[src/sv/plli_pkg.sv]
// Package for the per-channel curve interpolator.
// Holds widths, request and register codes, and the structs passed between stages.
// No dependencies.
package plli_pkg;

  localparam int CHANNELS    = 4;
  localparam int POINTS      = 256;
  localparam int SAMPLE_BITS = 16;

  localparam int CH_W       = $clog2(CHANNELS);
  localparam int IDX_W      = $clog2(POINTS);
  localparam int ADDR_W     = CH_W + IDX_W;
  localparam int TABLE_SIZE = CHANNELS * POINTS;
  localparam int IDX_MAX    = POINTS - 2;

  localparam int VAL_W     = 16;
  localparam int OFS_W     = 17;
  localparam int SCL_W     = 24;
  localparam int FRAC_BITS = 16;
  localparam int SUM_W     = ((SAMPLE_BITS > OFS_W) ? SAMPLE_BITS : OFS_W) + 1;
  localparam int POS_W     = SUM_W + SCL_W;
  localparam int IPOS_W    = POS_W - FRAC_BITS;
  localparam int FRAC_W    = POS_W + 1;
  localparam int FH_W      = FRAC_W - FRAC_BITS;
  localparam int DIF_W     = VAL_W + 1;
  localparam int PA_W      = DIF_W + FH_W;
  localparam int PB_W      = DIF_W + FRAC_BITS + 1;
  localparam int ACC_W     = PA_W + 2;
  localparam int RES_W     = 32;

  localparam int CFG_IDX_W  = 1;
  localparam int CFG_DATA_W = SCL_W;
  localparam int S_TDATA_W  = 48;
  localparam int M_TDATA_W  = 40;

  typedef enum logic {
    REQ_WRITE  = 1'b0,
    REQ_SAMPLE = 1'b1
  } req_e;

  typedef enum logic [CFG_IDX_W-1:0] {
    CFG_OFFSET = 1'b0,
    CFG_SCALE  = 1'b1
  } cfg_e;

  typedef struct packed {
    req_e                     req;
    logic [CH_W-1:0]          ch;
    logic [IDX_W-1:0]         pt;
    logic signed [VAL_W-1:0]  val;
  } item_t;

  typedef struct packed {
    logic ld_a;
    logic ld_b;
  } pos_ctl_t;

  typedef struct packed {
    logic ld;
    logic wr;
  } fetch_ctl_t;

  typedef struct packed {
    logic ld_d;
    logic ld_e;
    logic ld_f;
  } mac_ctl_t;

endpackage

[src/sv/plli_pos.sv]
// Position stages: offset add, then scale multiply into a Q.16 table position.
// Depends on plli_pkg.
module plli_pos (
  input  logic                                   clk_i,
  input  plli_pkg::pos_ctl_t                     ctl_i,
  input  plli_pkg::item_t                        item_i,
  input  logic signed [plli_pkg::SAMPLE_BITS-1:0] sample_i,
  input  logic signed [plli_pkg::OFS_W-1:0]      offset_i,
  input  logic signed [plli_pkg::SCL_W-1:0]      scale_i,
  output plli_pkg::item_t                        item_o,
  output logic signed [plli_pkg::POS_W-1:0]      pos_o
);
  import plli_pkg::*;

  item_t                    item_a_q;
  item_t                    item_b_q;
  logic signed [SUM_W-1:0]  sum_d;
  logic signed [SUM_W-1:0]  sum_q;
  logic signed [POS_W-1:0]  pos_d;
  logic signed [POS_W-1:0]  pos_q;

  assign sum_d = SUM_W'(sample_i) + SUM_W'(offset_i);
  assign pos_d = sum_q * scale_i;

  always_ff @(posedge clk_i) begin
    if (ctl_i.ld_a) begin
      item_a_q <= item_i;
      sum_q    <= sum_d;
    end
  end

  always_ff @(posedge clk_i) begin
    if (ctl_i.ld_b) begin
      item_b_q <= item_a_q;
      pos_q    <= pos_d;
    end
  end

  assign item_o = item_b_q;
  assign pos_o  = pos_q;

endmodule

[config.mk]
export PLATFORM = sky130hd
export DESIGN_NAME = plli_pos
export DESIGN_NICKNAME = d
export VERILOG_FILES = /design/src/sv/plli_pkg.sv /design/src/sv/plli_pos.sv
export SDC_FILE = /design/constraint.sdc
export NUM_CORES = 1
export LEC_CHECK = 0
export ABC_CLOCK_PERIOD_IN_PS = 15040
export BUFFER_PORTS_ARGS = -buffer_cell sky130_fd_sc_hd__buf_2
export CORE_AREA = 2 2 203 155
export CTS_CLUSTER_SIZE = 30
export DETAILED_ROUTE_END_ITERATION = 6
export DIE_AREA = 0 0 205 157
export PLACE_DENSITY = 0.86
export SKIP_LAST_GASP = 1
export SYNTH_ARGS = -nofsm -noshare
export SYNTH_HDL_FRONTEND = slang
export SYNTH_SLANG_ARGS = --single-unit
[constraint.sdc]
create_clock -name clk_i -period 15.04 [get_ports clk_i]
set_input_delay 1.504 -clock clk_i [delete_from_list [all_inputs] [get_ports clk_i]]
set_output_delay 1.504 -clock clk_i [all_outputs]
set_load 0.03 [all_outputs]
* Word-level counts from Yosys, hierarchy flattened
Index checks and enable logic that the tools add are counted.
** Word-level totals
- Register bits after elaboration :: 114
- ROM bits :: 0
- Memories kept :: 0
- RAM bits :: 0
- Word-level logic and storage cells :: 12
- Bits in latches :: 0
** Operators by class
- Bitwise gates (word level) :: 0
- Equal/unequal tests :: 0
- Reductions and logical operators :: 0
- Add/subtract/negate cells :: 1
- Magnitude comparators :: 0
- $mul :: 1
- Mux-type cells :: 0
- Shifts and indexed selects :: 0
- Divide/modulo/power cells :: 0
** Operator list (number)
- multiplier 18 x 24 -> 42 bit :: 1
- adder 16 x 17 -> 18 bit :: 1

* Depth between registers and ports, before layout
- Depth after elaboration :: 1
- Mapped depth :: 25
- Mapped depth without buffers :: 24

* Worst setup path before layout
OpenSTA, ideal clock, no wires.
- Path kind :: input to register
- Start :: input scale_i[13] (netlist name)
- End :: register pos_q[32] (netlist: pos_o[32]) (data pin)
- Path slack :: 7552 ps
- Path buffers :: 2
- Required time :: 14780 ps
- Arrival :: 7228 ps
- Cell stages on the path :: 24
- Path through :: clkbuf_1 > clkbuf_1 > nand2_1 > fa_1 > inv_1 > fa_1 > inv_1 > fa_1 > inv_1 > fa_1 > fa_1 > inv_1 > fa_1 > inv_1 > ha_1 > a21oi_1 > o21ai_0 > nor4b_1 > a31oi_2 > a311oi_2 > o211ai_2 > a21o_1 > a21oi_2 > xnor2_1
** On the way
- Longest elaborated chain between the ends :: 1
** RTL lines
- from (decl) :: line plli_pos.sv:9 : input logic signed [plli_pkg::SCL_W-1:0] scale_i,
- multiplier 18 x 24 -> 42 bit :: line plli_pos.sv:23 : assign pos_d = sum_q * scale_i;
- net pos_d[32] :: line plli_pos.sv:19 : logic signed [POS_W-1:0] pos_d;
- to (signal assigned) :: line plli_pos.sv:35 : pos_q <= pos_d;
- to (decl) :: line plli_pos.sv:20 : logic signed [POS_W-1:0] pos_q;
The timed path passes the listed nets, and every way through them passes these cells.
A chain may end at the register's enable or synchronous reset.

* Worst setup path in the final report
- Start :: register sum_q[17]
- End :: register pos_q[40] (netlist: pos_o[40]) (data pin)
** On the way
- Longest elaborated chain between the ends :: 1
** RTL lines
- from (decl) :: line plli_pos.sv:18 : logic signed [SUM_W-1:0] sum_q;
- from (signal assigned) :: line plli_pos.sv:28 : sum_q <= sum_d;
- multiplier 18 x 24 -> 42 bit :: line plli_pos.sv:23
- net pos_d[40] :: line plli_pos.sv:19
The timed path passes the listed nets, and every way through them passes these cells.

==> impl_metrics.tcl <==
set metrics [dict create \
    status "finished clean" \
    worst_pin_slew_ns 1.13 \
    busiest_layer "met2" \
    r2r_setup_slack_ns 7.26 \
    synthTopCellsByArea "fa_1, edfxtp_1, inv_1, ha_1, nand2_1" \
    synthAdderAreaFrac_pct 51.7 \
    layout-drive-gt1-share_pct 10.0 \
    netlist.top_cell.by_area "fa_1" \
    crit_fanout 18 \
    finalSetupTns_ns 0 \
    clockRootBuffer "clkbuf_16" \
    post-route-min-period_ns 7.78 \
    worstReg2RegEnd "pos_o[40]" \
    yosysTopAreaCellShare_pct 43.9 \
    synth-xor-area-share_pct 2.34 \
    max_freq_mhz 129 \
    hold_path_depth 0 \
    yosys-top-cells-count "inv_1, fa_1, nand2_1, and2_1, ha_1" \
    clk-insertion-delay-late_ns 0.43 \
    die_area_sq_um 32200 \
    syn_area_sq_um 19400 \
    synth_cells 1949 \
    avgSynthCellArea_sq_um 9.98 \
    io_pins 156 \
    area_growth_pct 8.40 \
    rsz0062_at_grt "false" \
    grt.total_usage_pct 31.0 \
    yosysUniqueCellTypes 53 \
    synthArstFlopShare_pct 0 \
    fillCellCount 2087 \
    die_y_um 157 \
    register_area_sq_um 3420 \
    cts_max_path_buffers 2 \
    setup_slack_ns 7.26 \
    cts_buffers 17 \
    ctsResizeCount 0 \
    min_path_type "reg2reg" \
    drv_slew 0 \
    min-delay-start "item_a_q[0]" \
    yosys.cell_count.top_type "inv_1" \
    holdBufCountCts 0 \
    wl_per_cell_um 18.7 \
    htree_num_levels 4 \
    place.gp.congestion 0.884 \
    grt_overflow 0 \
    yosys_warnings 0 \
    clk_pin_slew_ns 0.07 \
    grtUsageMet3_pct 7.18 \
    hpwl_um 35600 \
    ys_ff_latch 114 \
    worst_ep_arrival_time_ns 7.97 \
    slew_headroom_pct 24.7 \
    tritoncts "built" \
    routed_wl_um 46200 \
    gr-usage-met1_pct 40.0 \
    postRouteAntennaNets 0 \
    synth_compound_area_share_pct 4.32 \
    cp-start-kind "register" \
    fin_skew_ns 0.00962 \
    postCtsSetupRepairBufs 0 \
    cap_viol_max_count 0 \
    multi_input_area_sq_um 13800 \
    critPathKind "reg2reg" \
    viasPerCell 5.59 \
    grt_pass1_wl_um 76600 \
    clock-sinks 114 \
    route.detailed.drc 0 \
    portBuffers 155 \
    grt_max_degree 70 \
    grt_pass1_vias 15400 \
    setup_viol 0 \
    synth_top_flop_cell "edfxtp_1" \
    num_rows 55 \
    synth_fp_nets 2584 \
    yosysSeqAreaShare_pct 17.6 \
    floorplan.initialDensity_pct 64.8 \
    via_count 13800 \
    reg2reg_from "sum_q[17]" \
    antenna_found_initial 1 \
    final_nets 2691 \
    drt_first_iter_violations 1083 \
    cp.required_ns 15.23 \
    yosys.area_share.simple_pct 12.7 \
    use_met2_pct 51.9 \
    synth_top_family_by_area "adder cells" \
    period_share_pct 51.7 \
    synth-edff-count 114 \
    firstDrtPassIters 6 \
    core_area_sq_um 30000 \
    final_hold_viol_count 0 \
    synth.area.mux_share_pct 0 \
    endpoint_kind "register" \
    min_to "item_o[0]" \
    r2r_cells 19 \
    place_ws_ns 6.83 \
    dieWidth_um 205 \
]
## how the worst max path moves through the flow
stage,start,to,slack (ns),depth (start not counted)
2_1_floorplan,scale_i[13],pos_o[32],7.55,24
3_3_place_gp,scale_i[13],pos_o[40],6.94,23
3_5_place_dp,scale_i[13],pos_o[40],6.83,23
4_1_cts,scale_i[13],pos_o[40],7.29,23
5_1_grt,sum_q[17],pos_o[40],6.84,19
6_report,sum_q[17],pos_o[40],7.26,19
## worst max-delay path, stage by stage, from the launching register on
cell and delay [ns]:
edfxtp_1 0.71, clkinv_1 0.80, nor2_1 0.38, fa_1 0.49, fa_1 0.51, fa_1 0.43, fa_1 0.47, fa_1 0.50
inv_1 0.05, fa_1 0.47, inv_1 0.04, ha_1 0.33, a21oi_1 0.39, nor4b_1 0.37, a31oi_2 0.24, a31oi_1 0.55
o2111ai_1 0.28, a31o_2 0.30, a21oi_2 0.14, xnor2_1 0.07
## layout by cell type, fill, tap and decap left out, types with 3 or more instances in the layout
master and n:
clkinvlp_4 3, a31oi_1 4, inv_8 5, and2_1 148, edfxtp_1 114, xor2_1 9
clkbuf_16 17, ha_1 122, a211oi_1 7, nand2_1 283, nand2b_1 8, o21a_1 5
nand3_1 12, buf_4 6, nand4_1 3, a21o_1 13, buf_2 154, inv_6 6
o21bai_1 6, nor2b_1 8, a21oi_1 36, a41o_1 3, a21oi_2 3, nor2_1 43
nor3_1 10, inv_1 511, xnor2_1 43, o21ai_0 21, fa_1 426
## layout make-up
class / count / share of cell area (%)
antenna: 1 / 0.0119
clock buffer: 17 / 2.02
clock inverter: 15 / 0.766
inverter: 512 / 9.12
multi-input combinational: 1251 / 65.6
sequential: 114 / 16.2
tap: 399 / 2.37
timing repair buffer: 160 / 3.87
## logic make-up (layout without fill, tap and decap cells)
logic type,Yosys count,in the layout
buffers and inverters,584,704
adders and majority gates,548,548
and+or+nand+nor,528,528
AOI/OAI and AO/OA,123,123
DFF,114,114
xor gates and xnor gates,52,52
other,0,1
## registers in the layout (all words and copies together), names as in the netlist
name	flops
item_a_q	27
sum_q	18
item_o	27
pos_o	42
## routing by layer
| metal | part of all wire, % | vias up |
|---|---|---|
| met3 | 10 | 146 |
| met5 | 0 | - |
| met4 | 3.2 | 0 |
| met2 | 48 | 762 |
| met1 | 38 | 6915 |
| li1 | - | 5971 |
## metrics by stage
step / area (sq um) / std cells / hold WS [ns] / util, %
after CTS: 21100 / 2468 / 0.417 / 70.2
after detailed placement: 20500 / 2436 / 0.405 / 68.3
after global placement: 20500 / 2436 / 0.400 / 68.3
after floorplan: 19400 / 1949 / 0.400 / -
final: 21100 / 2469 / 0.415 / 70.2
after global routing: 21100 / 2468 / 0.423 / 70.2
Power is not shown: default switching activity piles up to over one toggle a cycle in this logic, so the estimate is an artifact.
