<file path="config.mk">
export PLATFORM = sky130hd
export DESIGN_NAME = plli_mac
export DESIGN_NICKNAME = d
export VERILOG_FILES = /design/src/sv/plli_pkg.sv /design/src/sv/plli_mac.sv
export SDC_FILE = /design/constraint.sdc
export NUM_CORES = 2
export LEC_CHECK = 0
export BUFFER_PORTS_ARGS = -buffer_cell sky130_fd_sc_hd__buf_2
export CAP_MARGIN = 20
export CORE_ASPECT_RATIO = 0.75
export CORE_MARGIN = 8
export CORE_UTILIZATION = 35
export CTS_CLUSTER_DIAMETER = 200
export DETAILED_ROUTE_END_ITERATION = 6
export HOLD_SLACK_MARGIN = 0.15
export PLACE_DENSITY_LB_ADDON = 0.15
export SETUP_SLACK_MARGIN = 0.4
export SLEW_MARGIN = 20
export SYNTH_ARGS = -nofsm -noshare
export SYNTH_HDL_FRONTEND = slang
export SYNTH_SLANG_ARGS = --single-unit
</file>
<file path="constraint.sdc">
create_clock -name clk_i -period 16.9 [get_ports clk_i]
set_clock_uncertainty 0.05 [all_clocks]
set_input_delay 5.07 -clock clk_i [delete_from_list [all_inputs] [get_ports clk_i]]
set_output_delay 5.07 -clock clk_i [all_outputs]
set_load 0.02 [all_outputs]
</file>
<file path="src/sv/plli_pkg.sv">
// Package for the per-channel curve interpolator.
// Holds widths, request and register codes, and the structs passed between stages.
// No dependencies.
package plli_pkg;

  localparam int CHANNELS    = 4;
  localparam int POINTS      = 256;
  localparam int SAMPLE_BITS = 16;

  localparam int CH_W       = $clog2(CHANNELS);
  localparam int IDX_W      = $clog2(POINTS);
  localparam int ADDR_W     = CH_W + IDX_W;
  localparam int TABLE_SIZE = CHANNELS * POINTS;
  localparam int IDX_MAX    = POINTS - 2;

  localparam int VAL_W     = 16;
  localparam int OFS_W     = 17;
  localparam int SCL_W     = 24;
  localparam int FRAC_BITS = 16;
  localparam int SUM_W     = ((SAMPLE_BITS > OFS_W) ? SAMPLE_BITS : OFS_W) + 1;
  localparam int POS_W     = SUM_W + SCL_W;
  localparam int IPOS_W    = POS_W - FRAC_BITS;
  localparam int FRAC_W    = POS_W + 1;
  localparam int FH_W      = FRAC_W - FRAC_BITS;
  localparam int DIF_W     = VAL_W + 1;
  localparam int PA_W      = DIF_W + FH_W;
  localparam int PB_W      = DIF_W + FRAC_BITS + 1;
  localparam int ACC_W     = PA_W + 2;
  localparam int RES_W     = 32;

  localparam int CFG_IDX_W  = 1;
  localparam int CFG_DATA_W = SCL_W;
  localparam int S_TDATA_W  = 48;
  localparam int M_TDATA_W  = 40;

  typedef enum logic {
    REQ_WRITE  = 1'b0,
    REQ_SAMPLE = 1'b1
  } req_e;

  typedef enum logic [CFG_IDX_W-1:0] {
    CFG_OFFSET = 1'b0,
    CFG_SCALE  = 1'b1
  } cfg_e;

  typedef struct packed {
    req_e                     req;
    logic [CH_W-1:0]          ch;
    logic [IDX_W-1:0]         pt;
    logic signed [VAL_W-1:0]  val;
  } item_t;

  typedef struct packed {
    logic ld_a;
    logic ld_b;
  } pos_ctl_t;

  typedef struct packed {
    logic ld;
    logic wr;
  } fetch_ctl_t;

  typedef struct packed {
    logic ld_d;
    logic ld_e;
    logic ld_f;
  } mac_ctl_t;

endpackage

</file>
<file path="src/sv/plli_mac.sv">
// Interpolation stages: slope times fraction in two partial products, accumulate with
// truncation toward zero, then saturate into the output register. Depends on plli_pkg.
module plli_mac (
  input  logic                                   clk_i,
  input  plli_pkg::mac_ctl_t                     ctl_i,
  input  logic [plli_pkg::CH_W-1:0]              ch_i,
  input  logic signed [plli_pkg::VAL_W-1:0]      f0_i,
  input  logic signed [plli_pkg::VAL_W-1:0]      f1_i,
  input  logic signed [plli_pkg::FRAC_W-1:0]     frac_i,
  output logic [plli_pkg::CH_W-1:0]              ch_o,
  output logic signed [plli_pkg::RES_W-1:0]      result_o,
  output logic                                   sat_o
);
  import plli_pkg::*;

  localparam logic signed [RES_W-1:0] ResMax = {1'b0, {(RES_W-1){1'b1}}};
  localparam logic signed [RES_W-1:0] ResMin = {1'b1, {(RES_W-1){1'b0}}};

  logic signed [DIF_W-1:0]      dif;
  logic signed [FH_W-1:0]       fh;
  logic signed [FRAC_BITS:0]    fl;
  logic signed [PA_W-1:0]       pa_d;
  logic signed [PB_W-1:0]       pb_d;
  logic signed [PA_W-1:0]       pa_q;
  logic signed [PB_W-1:0]       pb_q;
  logic signed [VAL_W-1:0]      f0_q;
  logic [CH_W-1:0]              ch_d_q;
  logic signed [ACC_W-1:0]      floor_sum;
  logic                         rem_nz;
  logic signed [ACC_W-1:0]      t_d;
  logic signed [ACC_W-1:0]      t_q;
  logic [CH_W-1:0]              ch_e_q;
  logic                         ovf;
  logic signed [RES_W-1:0]      res_d;
  logic signed [RES_W-1:0]      res_q;
  logic                         sat_q;
  logic [CH_W-1:0]              ch_f_q;

  assign dif  = DIF_W'(f1_i) - DIF_W'(f0_i);
  assign fh   = frac_i[FRAC_W-1:FRAC_BITS];
  assign fl   = {1'b0, frac_i[FRAC_BITS-1:0]};
  assign pa_d = dif * fh;
  assign pb_d = dif * fl;

  always_ff @(posedge clk_i) begin
    if (ctl_i.ld_d) begin
      pa_q   <= pa_d;
      pb_q   <= pb_d;
      f0_q   <= f0_i;
      ch_d_q <= ch_i;
    end
  end

  assign floor_sum = ACC_W'(f0_q) + ACC_W'(pa_q) + ACC_W'(pb_q >>> FRAC_BITS);
  assign rem_nz    = |pb_q[FRAC_BITS-1:0];
  assign t_d       = (floor_sum[ACC_W-1] && rem_nz) ? floor_sum + ACC_W'(1) : floor_sum;

  always_ff @(posedge clk_i) begin
    if (ctl_i.ld_e) begin
      t_q    <= t_d;
      ch_e_q <= ch_d_q;
    end
  end

  assign ovf   = !((&t_q[ACC_W-1:RES_W-1]) || !(|t_q[ACC_W-1:RES_W-1]));
  assign res_d = ovf ? (t_q[ACC_W-1] ? ResMin : ResMax) : t_q[RES_W-1:0];

  always_ff @(posedge clk_i) begin
    if (ctl_i.ld_f) begin
      res_q  <= res_d;
      sat_q  <= ovf;
      ch_f_q <= ch_e_q;
    end
  end

  assign ch_o     = ch_f_q;
  assign result_o = res_q;
  assign sat_o    = sat_q;

endmodule

</file>
# After elaboration in Yosys (flattened, before gate mapping)
# Index checks and enable logic that the tools add are counted.
# word_totals
output_inout_bits,35
register_bits,179
elab_cells,25
# classes
addsub,4
mux,3
reduce_logical,7
mul,2
# ops
op,count
$mux 32,2
$add 45x18->46,1
$add 46x2->46 const B,1
$mux 46,1
$add 16x44->45,1
$mul 17x27->44,1
$mul 17x17->34,1
$sub 16x16->17,1
$reduce_or 16->1,1
$reduce_and 15->1,1
$reduce_or 15->1,1
$logic_not 1->1,2
$logic_and 1x1->1,1
$logic_or 1x1->1,1

# Depth between registers and ports, before layout
# depth
word_depth,4
depth_mapped,37

# Least setup slack after synthesis
# Ideal clock, no wire load.
# synth_path
path_type,input -> register
start,input port f0_i[1] in the netlist's numbering
end,register pa_q[41] (data pin)
required_time_ns,16.584
cell_stages,33
path_buffers,1
arrival_time_ns,12.964
setup_ns,0.266
slack_ns,3.620
path_cell_list,inv_1 ha_1 nor2b_1 o21ai_0 a21boi_0 o211ai_1 a21oi_1 nor3_1 nor4_1 o31a_1 o21ai_0 clkbuf_1 nand3b_1 fa_1 fa_1 inv_1 fa_1 fa_1 fa_1 inv_1 fa_1 inv_1 ha_1 and4_1 a221o_1 a31oi_1 o21a_1 a21oi_1 o211a_1 a221oi_2 o221ai_1 o41ai_1 xnor2_1
# synth_via
elab_chain_len,2
# synth_lines
element,line,source
from (decl),plli_mac.sv:7,"input logic signed [plli_pkg::VAL_W-1:0] f0_i,"
$sub 16x16->17,plli_mac.sv:39,assign dif = DIF_W'(f1_i) - DIF_W'(f0_i);
$mul 17x27->44,plli_mac.sv:42,assign pa_d = dif * fh;
net pa_d[41],plli_mac.sv:22,logic signed [PA_W-1:0] pa_d;
to (signal assigned),plli_mac.sv:47,pa_q <= pa_d;
to (decl),plli_mac.sv:24,logic signed [PA_W-1:0] pa_q;
# The timed path passes the listed nets, and every way through them passes these cells.
# A chain may end at the register's enable or synchronous reset.

# Final worst setup path
# layout_path
start,input port f0_i[0] in the netlist's numbering
end,register pa_q[41] (data pin)
# The elaborated chain is that of the path after synthesis.

==> impl_metrics.env <==
export IMPL_cp_end_kind="register"
export IMPL_vias=26400
export IMPL_die_area_mm2=0.120
export IMPL_cts_buffers_inserted=17
export IMPL_crit_top_cell="fa_1"
export IMPL_outcome="complete, no violations"
export IMPL_cts_tree="built"
export IMPL_critPathTopFamily="adder cells"
export IMPL_hold_class="register to register"
export IMPL_drc_errors=0
export IMPL_holdCritStartpoint="ch_e_q[0]"
export IMPL_fin_nets=5083
export IMPL_synthCells=3969
export IMPL_rsz0062_at_grt="no"
export IMPL_core_mm2=0.107
export IMPL_rows=104
export IMPL_grt_max_degree=67
export IMPL_max_cap_viol_count=0
export IMPL_synth_fp_nets=5074
export IMPL_die_w_um=397
export IMPL_dp_cells=5390
export IMPL_synth_seq_cells=179
export IMPL_drtIter0Drc=1654
export IMPL_cp_endpoint="pa_q[41]"
export IMPL_seq_area_frac_synth_pct=14.1
export IMPL_fin_setup_tns_ns=0
export IMPL_rr_worst_depth=13
export IMPL_gp_congestion=0.825
export IMPL_antenna_found_initial=6
export IMPL_area_delta_synth_final_pct=7.24
export IMPL_critPathMaxStageDelay_ns=0.82
export IMPL_final_hold_viol_count=0
export IMPL_max_slew_margin_pct=25.0
export IMPL_grt_overflow=0
export IMPL_clk_pin_slew_worst_paths_ns=0.08
export IMPL_drv_slew=0
export IMPL_clk_path_buf_depth=2
export IMPL_wirelength_mm=107
export IMPL_drt_first_pass_iters=5
export IMPL_cts_setup_buffers=0
export IMPL_min_period_ns=14.81
export IMPL_drive_gt1_share_pct=6.14
export IMPL_grt_pass1_wl_mm=166
export IMPL_stdcell_area_mm2=0.0408
export IMPL_startpoint_type="primary input"
export IMPL_wl_per_cell_um=19.6
export IMPL_dpl_hpwl_mm=87.0
export IMPL_critPathMaxFanout=28
export IMPL_postCtsResizedCells=0
export IMPL_critPathRequiredTime_ns=17.05
export IMPL_syn_area_per_cell_um2=9.58
export IMPL_placed_area_mm2=0.0402
export IMPL_fmax_ghz=0.0675
export IMPL_io_pins=116
export IMPL_worstPathArrival_ns=14.96
export IMPL_clock_latency_ns=0.47
export IMPL_cts_root_buffer="clkbuf_16"
export IMPL_path_depth=36
export IMPL_avgViaCountPerCell=4.86
export IMPL_tightest_slew_ns=1.12
export IMPL_portBuffers=115
export IMPL_stdcell_count=5427
export IMPL_fin_util_pct=37.9
export IMPL_slowest_stage="xnor2_2"
export IMPL_die_y_um=301
export IMPL_fillers=11100
export IMPL_ant_nets=0
export IMPL_syn_area_mm2=0.0380
export IMPL_synth_edff_count=179
export IMPL_path_class="primary input to register"
export IMPL_reg2reg_from="pb_q[33]"
export IMPL_synthFlopType="edfxtp_1"
export IMPL_synth_async_reset_ratio_pct=0
export IMPL_r2r_end="t_q[41]"
export IMPL_start_util_pct=35.4
export IMPL_critPathBufInv=7
export IMPL_yosysWarnings=0
export IMPL_ctsHoldBuffers=0
export IMPL_setup_violations=0
export IMPL_min_path_cells=0
export IMPL_htreeDepth=4
export IMPL_grt_pass1_vias=27400
export IMPL_cp_startpoint="f0_i[0]"
export IMPL_grt_usage_pct=18.0
export IMPL_rrSetupSlack_ns=11.68
export IMPL_fin_crit_sh_pct=87.6
export IMPL_cts_sinks=179
export IMPL_synth_cell_types=97
flip-flops by register name (all words and copies together) (netlist names):
register and cells:
t_q 46, ch_e_q 2, result_o 32, pb_q 34
pa_q 44, ch_d_q 2, sat_o 1, ch_o 2
f0_q 16
synth_stat cells, drive strengths merged (90+ instances only):
master / count / area share [%]
nand2: 481 / 4.8
nor2: 109 / 1.1
edfxtp: 179 / 14
nor2b: 90 / 1.5
fa: 771 / 41
xnor2: 117 / 2.7
o21ai: 95 / 1.3
clkbuf: 132 / 1.3
a21oi: 102 / 1.4
inv: 906 / 8.9
and2: 176 / 2.9
ha: 253 / 8.3
routing by layer:
| metal | track usage, % | vias to the layer above | part of all wire [%] |
|---|---|---|---|
| li1 | - | 12300 | - |
| met1 | 27.6 | 13400 | 51 |
| met5 | 0 | - | 0.0084 |
| met4 | 3.03 | 2 | 1.2 |
| met2 | 26.2 | 594 | 41 |
| met3 | 4.21 | 70 | 7.1 |
cell usage in the layout, fill, tap and decap left out, types with 17 or more instances in the layout:
cell type / synthesis / routed
inv_1: 905 / 905
fa_1: 771 / 770
nand2_1: 480 / 480
ha_1: 253 / 253
edfxtp_1: 179 / 179
and2_1: 175 / 175
buf_2: 13 / 114
xnor2_1: 117 / 111
nor2_1: 109 / 106
a21oi_1: 98 / 98
nor2b_1: 90 / 90
o21ai_0: 87 / 86
a21o_1: 48 / 48
and3_1: 46 / 46
xor2_1: 45 / 43
nand3_1: 39 / 39
nand2b_1: 32 / 32
and3b_1: 30 / 30
nor3_1: 31 / 29
buf_4: 1 / 29
nand4_1: 26 / 26
clkbuf_16: 0 / 17
worst min-delay path by stage:
stage,end
after CTS,ch_o[1]
after global placement,ch_o[1]
after detailed placement,ch_o[1]
after global routing,ch_o[0]
final,ch_o[0]
after floorplan,ch_e_q[0]
metrics by stage:
stage / hold WS [ns] / setup WS (ns)
after global routing: 0.386 / 1.43
after CTS: 0.375 / 2.13
after floorplan: 0.350 / 3.62
after global placement: 0.352 / 1.84
final: 0.372 / 2.09
after detailed placement: 0.355 / 1.64
cell type report:
class | instances | area, um2 | area share (%)
Clock inverter | 14 | 161 | 0.396
Inverter | 906 | 3400 | 8.34
Multi-Input combinational cell | 2731 | 28800 | 70.7
Timing Repair Buffer | 143 | 788 | 1.93
Antenna cell | 5 | 12.5 | 0.0307
Tap cell | 1431 | 1790 | 4.39
Clock buffer | 18 | 429 | 1.05
Sequential cell | 179 | 5380 | 13.2
cell families after synthesis:
group           synth area share (%)
buf+inv                         10.5
mux                            0.178
compound gates                  7.26
fa+ha+maj                       48.9
simple gates                    15.2
flops                           14.1
xor+xnor                        3.78
worst register-to-register path, delay by kind of cell (launching register included):
kind / cells / cell delay, ns
AND/OR/NAND/NOR: 3 / 1.12
adder cells (fa/ha/maj): 2 / 1.07
buffers and inverters: 1 / 0.46
XOR/XNOR: 1 / 0.17
AO/OA/AOI/OAI: 6 / 1.74
flip-flops: 1 / 0.33
Power is left out: the tool's default activity adds up to more than one toggle a clock period on the data nets, which glitch-free logic cannot reach.
